**src/rtl/core/chs_pkg.sv**
```systemverilog
package chs_pkg;

   localparam int KEY_W    = 31;
   localparam int ACTION_W = 2;
   localparam int STATUS_W = 2;
   localparam int BUCKET_W = 4;

   // The bucket count is a power of two, so a key's bucket is its low bits.
   localparam int BUCKETS  = 16;

   localparam logic [ACTION_W-1:0] ACT_INSERT = 2'd0;
   localparam logic [ACTION_W-1:0] ACT_DELETE = 2'd1;
   localparam logic [ACTION_W-1:0] ACT_LOOKUP = 2'd2;
   localparam logic [ACTION_W-1:0] ACT_SPARE  = 2'd3;

   localparam logic [STATUS_W-1:0] ST_CHANGED = 2'd0;
   localparam logic [STATUS_W-1:0] ST_NOCHANGE = 2'd1;
   localparam logic [STATUS_W-1:0] ST_FULL = 2'd2;

   typedef enum logic [1:0] {
      OP_INSERT,
      OP_DELETE,
      OP_LOOKUP
   } op_type;

   // Output of the front part: a classified request.
   typedef struct packed {
      op_type            op;
      logic [KEY_W-1:0]  key;
   } cmd_type;

   // Result item as a packed struct.
   typedef struct packed {
      logic [STATUS_W-1:0] status;
      logic                found;
      logic [BUCKET_W-1:0] bucket;
   } rsp_type;

endpackage

```
**src/rtl/core/chs_front.sv**
```systemverilog
module chs_front (
   input  logic                           clock,
   input  logic                           reset,
   input  logic                           req_valid,
   output logic                           req_stall,
   input  logic [chs_pkg::ACTION_W-1:0]   req_action,
   input  logic [chs_pkg::KEY_W-1:0]      req_key,
   output logic                           cmd_valid,
   input  logic                           cmd_pop,
   output chs_pkg::cmd_type               cmd_data
);

   // Two-entry queue between the front and back parts.
   chs_pkg::cmd_type q_ff [2];
   logic             rd_ff, rd_in;
   logic             wr_ff, wr_in;
   logic [1:0]       cnt_ff, cnt_in;
   chs_pkg::cmd_type cls;
   logic             push;

   always_comb begin
      cls.key = req_key;
      unique case (req_action)
         chs_pkg::ACT_INSERT: cls.op = chs_pkg::OP_INSERT;
         chs_pkg::ACT_DELETE: cls.op = chs_pkg::OP_DELETE;
         default:             cls.op = chs_pkg::OP_LOOKUP;
      endcase
   end

   assign req_stall = (cnt_ff == 2'd2);
   assign push      = req_valid && !req_stall;
   assign cmd_valid = (cnt_ff != 2'd0);
   assign cmd_data  = q_ff[rd_ff];

   always_comb begin
      rd_in  = rd_ff ^ (cmd_pop && cmd_valid);
      wr_in  = wr_ff ^ push;
      cnt_in = cnt_ff + {1'b0, push} - {1'b0, cmd_pop && cmd_valid};
   end

   always_ff @(posedge clock) begin
      if (reset) begin
         rd_ff  <= 1'b0;
         wr_ff  <= 1'b0;
         cnt_ff <= 2'd0;
      end else begin
         rd_ff  <= rd_in;
         wr_ff  <= wr_in;
         cnt_ff <= cnt_in;
      end
      if (push) begin
         q_ff[wr_ff] <= cls;
      end
   end

endmodule

```
**src/rtl/core/chs_back.sv**
```systemverilog
module chs_back #(
   parameter int POOL_NODES = 64
) (
   input  logic             clock,
   input  logic             reset,
   input  logic             cmd_valid,
   output logic             cmd_pop,
   input  chs_pkg::cmd_type cmd_data,
   output logic             rsp_valid,
   input  logic             rsp_stall,
   output chs_pkg::rsp_type rsp_data
);

   localparam int BW = chs_pkg::BUCKET_W;
   localparam int NW = $clog2(POOL_NODES + 1);
   localparam int IW = (POOL_NODES > 1) ? $clog2(POOL_NODES) : 1;
   localparam logic [NW-1:0] NIL = NW'(POOL_NODES);

   typedef enum logic [2:0] {
      S_IDLE, S_HEAD, S_READ, S_CMP, S_ALLOC, S_LINK, S_OUT
   } state_type;

   logic [NW-1:0]          head_mem [chs_pkg::BUCKETS];
   logic [chs_pkg::KEY_W-1:0] key_mem [POOL_NODES];
   logic [NW-1:0]          next_mem [POOL_NODES];
   logic [POOL_NODES-1:0]  used_ff;
   logic [chs_pkg::BUCKETS-1:0] hvalid_ff;

   state_type              st_ff;
   chs_pkg::cmd_type       cmd_ff;
   logic [BW-1:0]          b_ff;
   logic [NW-1:0]          cur_ff, prev_ff, hit_ff;
   logic [chs_pkg::KEY_W-1:0] rkey_ff;
   logic [NW-1:0]          rnext_ff;
   logic [NW-1:0]          steps_ff;
   logic [NW-1:0]          alloc_ff;
   logic                   found_ff;
   chs_pkg::rsp_type       res_ff, res_in;
   chs_pkg::rsp_type       out_ff;
   logic                   out_v_ff;
   logic [BW-1:0]          b_in;
   logic [NW-1:0]          free_idx;
   logic                   nul_ok;

   // Bucket is key mod BUCKETS, which for a power of two is the low bits.
   assign b_in = cmd_data.key[BW-1:0];

   // Lowest free node; priority encoder over the in-use bits.
   always_comb begin
      free_idx = NIL;
      for (int i = POOL_NODES - 1; i >= 0; i--) begin
         if (!used_ff[i]) free_idx = NW'(i);
      end
   end

   always_comb begin
      res_in.found  = found_ff;
      res_in.bucket = b_ff;
      res_in.status = chs_pkg::ST_NOCHANGE;
      if (cmd_ff.op == chs_pkg::OP_INSERT && !found_ff) begin
         res_in.status = (alloc_ff >= NIL) ? chs_pkg::ST_FULL : chs_pkg::ST_CHANGED;
      end else if (cmd_ff.op == chs_pkg::OP_DELETE && found_ff) begin
         res_in.status = chs_pkg::ST_CHANGED;
      end
   end

   assign nul_ok    = 1'b1;
   assign cmd_pop   = (st_ff == S_IDLE) && cmd_valid && nul_ok;
   assign rsp_valid = out_v_ff;
   assign rsp_data  = out_ff;

   always_ff @(posedge clock) begin
      if (reset) begin
         st_ff     <= S_IDLE;
         used_ff   <= '0;
         hvalid_ff <= '0;
         out_v_ff  <= 1'b0;
      end else begin
         // The output register is loaded only once the previous item has left it.
         if (st_ff == S_OUT && (!out_v_ff || !rsp_stall)) begin
            out_v_ff <= 1'b1;
            out_ff   <= res_ff;
         end else if (out_v_ff && !rsp_stall) begin
            out_v_ff <= 1'b0;
         end
         unique case (st_ff)
            S_IDLE: begin
               if (cmd_pop) begin
                  cmd_ff   <= cmd_data;
                  b_ff     <= b_in;
                  st_ff    <= S_HEAD;
               end
            end
            S_HEAD: begin
               cur_ff   <= hvalid_ff[b_ff] ? head_mem[b_ff] : NIL;
               prev_ff  <= NIL;
               steps_ff <= '0;
               alloc_ff <= free_idx;
               st_ff    <= S_READ;
            end
            S_READ: begin
               if (cur_ff >= NIL || steps_ff >= NW'(POOL_NODES)) begin
                  found_ff <= 1'b0;
                  hit_ff   <= NIL;
                  st_ff    <= S_ALLOC;
               end else begin
                  rkey_ff  <= key_mem[cur_ff[IW-1:0]];
                  rnext_ff <= next_mem[cur_ff[IW-1:0]];
                  st_ff    <= S_CMP;
               end
            end
            S_CMP: begin
               if (rkey_ff == cmd_ff.key) begin
                  found_ff <= 1'b1;
                  hit_ff   <= cur_ff;
                  st_ff    <= S_ALLOC;
               end else begin
                  prev_ff  <= cur_ff;
                  cur_ff   <= rnext_ff;
                  steps_ff <= steps_ff + NW'(1);
                  st_ff    <= S_READ;
               end
            end
            S_ALLOC: begin
               res_ff <= res_in;
               if (cmd_ff.op == chs_pkg::OP_INSERT && !found_ff) begin
                  if (alloc_ff < NIL) begin
                     used_ff[alloc_ff[IW-1:0]] <= 1'b1;
                     key_mem[alloc_ff[IW-1:0]] <= cmd_ff.key;
                     next_mem[alloc_ff[IW-1:0]] <= NIL;
                     if (prev_ff >= NIL) begin
                        head_mem[b_ff]  <= alloc_ff;
                        hvalid_ff[b_ff] <= 1'b1;
                     end
                  end
               end else if (cmd_ff.op == chs_pkg::OP_DELETE && found_ff) begin
                  used_ff[hit_ff[IW-1:0]] <= 1'b0;
                  if (prev_ff < NIL) begin
                     next_mem[prev_ff[IW-1:0]] <= rnext_ff;
                  end else begin
                     head_mem[b_ff]  <= rnext_ff;
                     hvalid_ff[b_ff] <= 1'b1;
                  end
               end
               st_ff <= S_LINK;
            end
            S_LINK: begin
               // A new node behind an existing tail is linked in the cycle after S_ALLOC.
               if (cmd_ff.op == chs_pkg::OP_INSERT && !found_ff && alloc_ff < NIL
                   && prev_ff < NIL) begin
                  next_mem[prev_ff[IW-1:0]] <= alloc_ff;
               end
               st_ff <= S_OUT;
            end
            S_OUT: begin
               if (!out_v_ff || !rsp_stall) begin
                  st_ff <= S_IDLE;
               end
            end
            default: st_ff <= S_IDLE;
         endcase
      end
   end

endmodule

```
**src/rtl/core/chained_hash_set_unit.sv**
```systemverilog
// Channel   Direction  Ports
// req       in         req_valid, req_stall, req_action, req_key
// rsp       out        rsp_valid, rsp_stall, rsp_status, rsp_found, rsp_bucket
//
// The back part steps S_IDLE, S_HEAD, then S_READ and S_CMP per chain node
// visited (a found key ends at S_CMP), then S_ALLOC, S_LINK and S_OUT; the
// chain walk (one node memory read, one key compare per node) sets its length.
// Reset clears the bucket heads' valid bits and the node in-use bits at once.
// A two-item queue lets the front keep taking items while the back works.
// A held result stalls only the back; the front stalls when the queue is full.
module chained_hash_set_unit #(
   parameter int POOL_NODES = 64
) (
   input  logic                          clock,
   input  logic                          reset,
   input  logic                          req_valid,
   output logic                          req_stall,
   input  logic [chs_pkg::ACTION_W-1:0]  req_action,
   input  logic [chs_pkg::KEY_W-1:0]     req_key,
   output logic                          rsp_valid,
   input  logic                          rsp_stall,
   output logic [chs_pkg::STATUS_W-1:0]  rsp_status,
   output logic                          rsp_found,
   output logic [chs_pkg::BUCKET_W-1:0]  rsp_bucket
);

   logic             cmd_valid, cmd_pop;
   chs_pkg::cmd_type cmd_data;
   chs_pkg::rsp_type rsp_data;

   chs_front u_front (
      .clock, .reset, .req_valid, .req_stall, .req_action, .req_key,
      .cmd_valid, .cmd_pop, .cmd_data
   );

   chs_back #(.POOL_NODES(POOL_NODES)) u_back (
      .clock, .reset, .cmd_valid, .cmd_pop, .cmd_data,
      .rsp_valid, .rsp_stall, .rsp_data
   );

   assign rsp_status = rsp_data.status;
   assign rsp_found  = rsp_data.found;
   assign rsp_bucket = rsp_data.bucket;

   a_status_range: assert property (@(posedge clock) disable iff (reset)
      rsp_valid |-> (rsp_status == chs_pkg::ST_CHANGED
                     || rsp_status == chs_pkg::ST_NOCHANGE
                     || rsp_status == chs_pkg::ST_FULL)) else $error("bad status");
   a_full_notfound: assert property (@(posedge clock) disable iff (reset)
      (rsp_valid && rsp_status == chs_pkg::ST_FULL) |-> !rsp_found)
      else $error("pool full with found key");
   a_pop_needs_valid: assert property (@(posedge clock) disable iff (reset)
      cmd_pop |-> cmd_valid) else $error("pop from empty queue");

endmodule
```
**config.mk**
```make
export PLATFORM = sky130hd
export DESIGN_NAME = chained_hash_set_unit
export DESIGN_NICKNAME = d
export VERILOG_FILES = /design/src/rtl/core/chs_pkg.sv /design/src/rtl/core/chs_front.sv /design/src/rtl/core/chs_back.sv /design/src/rtl/core/chained_hash_set_unit.sv
export SDC_FILE = /design/constraint.sdc
export NUM_CORES = 2
export LEC_CHECK = 0
export ABC_AREA = 1
export BUFFER_PORTS_ARGS = -buffer_cell sky130_fd_sc_hd__buf_2
export CELL_PAD_IN_SITES_DETAIL_PLACEMENT = 1
export CELL_PAD_IN_SITES_GLOBAL_PLACEMENT = 1
export CORE_UTILIZATION = 55
export DETAILED_ROUTE_END_ITERATION = 7
export PLACE_DENSITY_LB_ADDON = 0.12
export REMOVE_ABC_BUFFERS = 1
export SYNTH_ARGS = -nofsm -noshare
export SYNTH_HDL_FRONTEND = slang
export SYNTH_SLANG_ARGS = --single-unit
```
**constraint.sdc**
```tcl
create_clock -name clock -period 11.8 [get_ports clock]
set_clock_uncertainty 0.15 [all_clocks]
set_input_delay 2.36 -clock clock [delete_from_list [all_inputs] [get_ports clock]]
set_output_delay 2.36 -clock clock [all_outputs]
set_load 0.05 [all_outputs]
```
==> results.txt <==
----------------------------------------------------
[Detailed routing]
  Total number of vias ... 74686
  Met3 Wirelength ... 21200 um
  DR pass1 iterations ... 5
  Top routing layer in use ... met4
  Remaining number of nets flagged by the antenna check after routing ... 0
  Detail Route met2 WL ... 166000 um
  Detailed Route Iter0 Violations ... 7784
  Via density ... 6.50
  Detailed Route WL ... 341000 um
  Detailed-route DRC error count ... 0
  Routed length on met1 ... 133000 um
  Post-DR wirelength/cell ... 29.7 um

[Floorplanning]
  Die Footprint ... 204000 um^2
  Count of standard-cell rows ... 164
  Core area ... 200000 um^2
  Starting density of the core ... 55.6%
  Die H ... 452 um
  Top-level port count ... 46
  Horiz. Die Dim ... 452 um

[Worst setup path]
  Critical Path, Cell by Cell ... buf_2 > nor4_1 > nor2_1 > buf_4 > or2_2 > o21ai_0 > inv_1 > nor3_1 > nand2_1 > nor2_1
  Most Frequent Cell on Critical Path ... nor2_1
  Sort of element at the end of the critical path ... flip-flop
  Data required time at the worst endpoint ... 12.20 ns
  Master of the slowest instance on the critical path ... nor4_1
  Startpoint Class ... primary input
  Largest stage delay on the critical path ... 1.17 ns
  Critical path's top delay family ... simple AND/OR/NAND/NOR gates
  Start-to-end type of the worst setup path ... in2reg
  Arrival time of data at the critical path endpoint ... 6.09 ns
  Largest fanout on the critical path ... 8
  Crit path buf inv count ... 3

[Placed design]
  Dpl cell area ... 115000 um^2
  Worst slack after detailed placement ... 5.21 ns
  RD Place Congestion ... 0.867
  Placed cells ... 10972
  HPWL after DPL ... 193000 um
  Count of buffers inserted at the top-level ports ... 45

[Global routing]
  Global-route wire length before repair ... 503000 um
  Pin count of the biggest net entering global routing ... 200
  Vias in the first global route ... 77654
  GRT Total Usage ... 33.1%
  Number of antenna violations at the first check in global routing ... 4
  Sum of overflow across all layers after global routing ... 0

[Clock tree]
  Post-CTS setup buffer count ... 0
  Deepest clock path buffer count ... 4
  Total of cells resized after clock tree synthesis ... 0
  Cts-stage hold buffer count ... 0
  CTS Sinks ... 2822
  Root buffer cell ... clkbuf_16
  Clock tree from TritonCTS ... built
  Insertion delay of the later-clocked pin in the worst-skew pair ... 0.95 ns
  Clock transition time at the flip-flop clock pins of the worst setup and hold paths ... 0.06 ns
  Cts bufs inserted ... 305
  # H-tree levels ... 5

[Yosys]
  Synthesized flop and latch total ... 2822
  Number of enable flip-flop cells after synthesis ... 2730
  Most instantiated flip-flop cell in the synthesis netlist ... edfxtp_1
  Async set or reset register ratio after synthesis ... 0%
  Synth Warn # ... 0
  Leading cell types by total area after synthesis ... edfxtp_1 (74%), o21ai_0 (7.5%), nor2_1 (6.2%), o22ai_1 (4.3%), clkbuf_1 (1.9%)
  Summed instance area of the synthesized netlist ... 111000 um^2
  Synth cell count leaders ... edfxtp_1 (2730), nor2_1 (1835), o21ai_0 (1674)
  Count of unique library cells instantiated by Yosys ... 40
  Largest area contributor in the netlist ... edfxtp_1
  Count of mapped cells out of synthesis ... 8678
  Top-area cell type share of the netlist area ... 73.7%
  Most used standard cell by instance count after synthesis ... edfxtp_1
  Proportion of synthesized chip area in sequential cells ... 75.3%
  Synthesized area per cell ... 12.8 um^2

[Power]
  Leak ... 39.1 nW
  Power per unit of standard cell area ... 192 nW/um^2
  Max rail drop VDD ... 182 uV

[Status]
  Status ... finished, final reports clean

[Timing]
  Slew @ Worst Pin ... 1.42 ns
  Final Hold Slack ... 0.304 ns
  Post-route worst setup slack ... 6.11 ns
  Count of final max-slew check failures ... 0
  Final critical delay including setup and external delays ... 5.69 ns
  Setup repair after global routing missed its margin ... no
  Relative slew slack ... 4.70%
  Total of endpoints with negative setup slack in the final report ... 0
  Final hold violations ... 0
  Timing-limited maximum frequency ... 176 MHz
  Period utilization ... 48.2%

[Finish]
  Ratio of cells with drive above 1 in the final layout ... 8.36%
  Area delta synth->final ... 11.5%
  Non-Filler Instances ... 11498
  Design area ... 124000 um^2
  Post-layout nets ... 8665
  Post-route core utilization ... 61.9%

[Job]
  Reported max-cap violation count ... 0

[Min path]
  Type of the most critical hold path ... reg2reg

----------------------------------------------------
-- worst min-delay path: stages, from the launching register on --
cell	delay, ns
dfxtp_1	0.31
inv_1	0.05
a21oi_1	0.05
-- cell type report --
cell class	instances	area, um^2
multi-input combinational	5054	25000
clock buffer	373	8010
fill	19175	76200
sequential	2822	83800
timing repair buffer	243	1860
clock inverter	150	1290
antenna	3	7.51
inverter	197	768
tap	2656	3320
-- layout by cell type (no fill, tap or decap), types with 23 or more instances in the layout --
master     count
nor3_1        66
dfxtp_1       91
nor3_2        33
bufinv_16     23
clkbuf_16    310
clkbuf_1      61
a21oi_1       76
nor2_4        36
o22ai_1      757
mux2i_1       27
nand2_1      268
o21ai_0     1661
nor2_1      1799
a221oi_1      25
nand4_1       44
clkinv_1      61
o32ai_1       46
nand3_1       59
a31oi_1       29
buf_4        186
clkinv_2      54
inv_1        189
edfxtp_1    2730
buf_2         45
-- metal layers --
metal	vias to the layer above	global-route usage [%]
met3	813	3.92
met1	38460	43.0
met2	3209	54.6
met4	0	18.7
li1	32204	-
met5	-	0
-- where the power goes --
group          internal (mW)  total, mW  switching [mW]
registers               11.5       11.6           0.111
logic                  0.645       3.03            2.38
clock network           5.31       9.15            3.85
total                   17.5       23.8            6.34
-- kinds of logic (layout without fill, tap and decap cells) --
family          after synthesis  after routing  share of synthesized area (%)
flops                      2822           2822                           75.3
compound gates             2659           2659                           13.2
simple gates               2332           2332                           8.20
buf+inv                     802            963                           2.71
xor+xnor                     31             31                          0.244
mux                          27             27                          0.243
fa+ha+maj                     5              5                         0.0562
other cells                   0              3                              0
-- registers in the layout (all words and copies together), names as in the netlist, 16 cells and up, named ones only --
signal            cells
u_back.cmd_ff        30
u_back.head_mem     112
u_back.hvalid_ff     16
u_back.key_mem     1984
u_back.next_mem     448
u_back.rkey_ff       31
u_back.used_ff       64
u_front.q_ff         66
-- stage by stage --
stage | TNS, ns | total power, mW
6_report | 0 | 23.8
5_1_grt | 0 | 24.4
4_1_cts | 0 | 23.8
3_5_place_dp | 0 | 14.8
3_3_place_gp | 0 | 14.7
2_1_floorplan | -3017.88 | 13.6
-- path summary, 6_finish.rpt --
kind	from	depth (start not counted)	slack, ns	to
worst max-delay path	reset	10	6.11	u_back.next_mem[58][3]
worst min-delay path	u_back.hvalid_ff[1]	2	0.30	u_back.hvalid_ff[1]
worst max register to register	u_back.cur_ff[0]	10	6.29	u_back.rkey_ff[5]
worst min register to register	u_back.hvalid_ff[1]	2	0.30	u_back.hvalid_ff[1]
(Power assumes the default switching activity.)
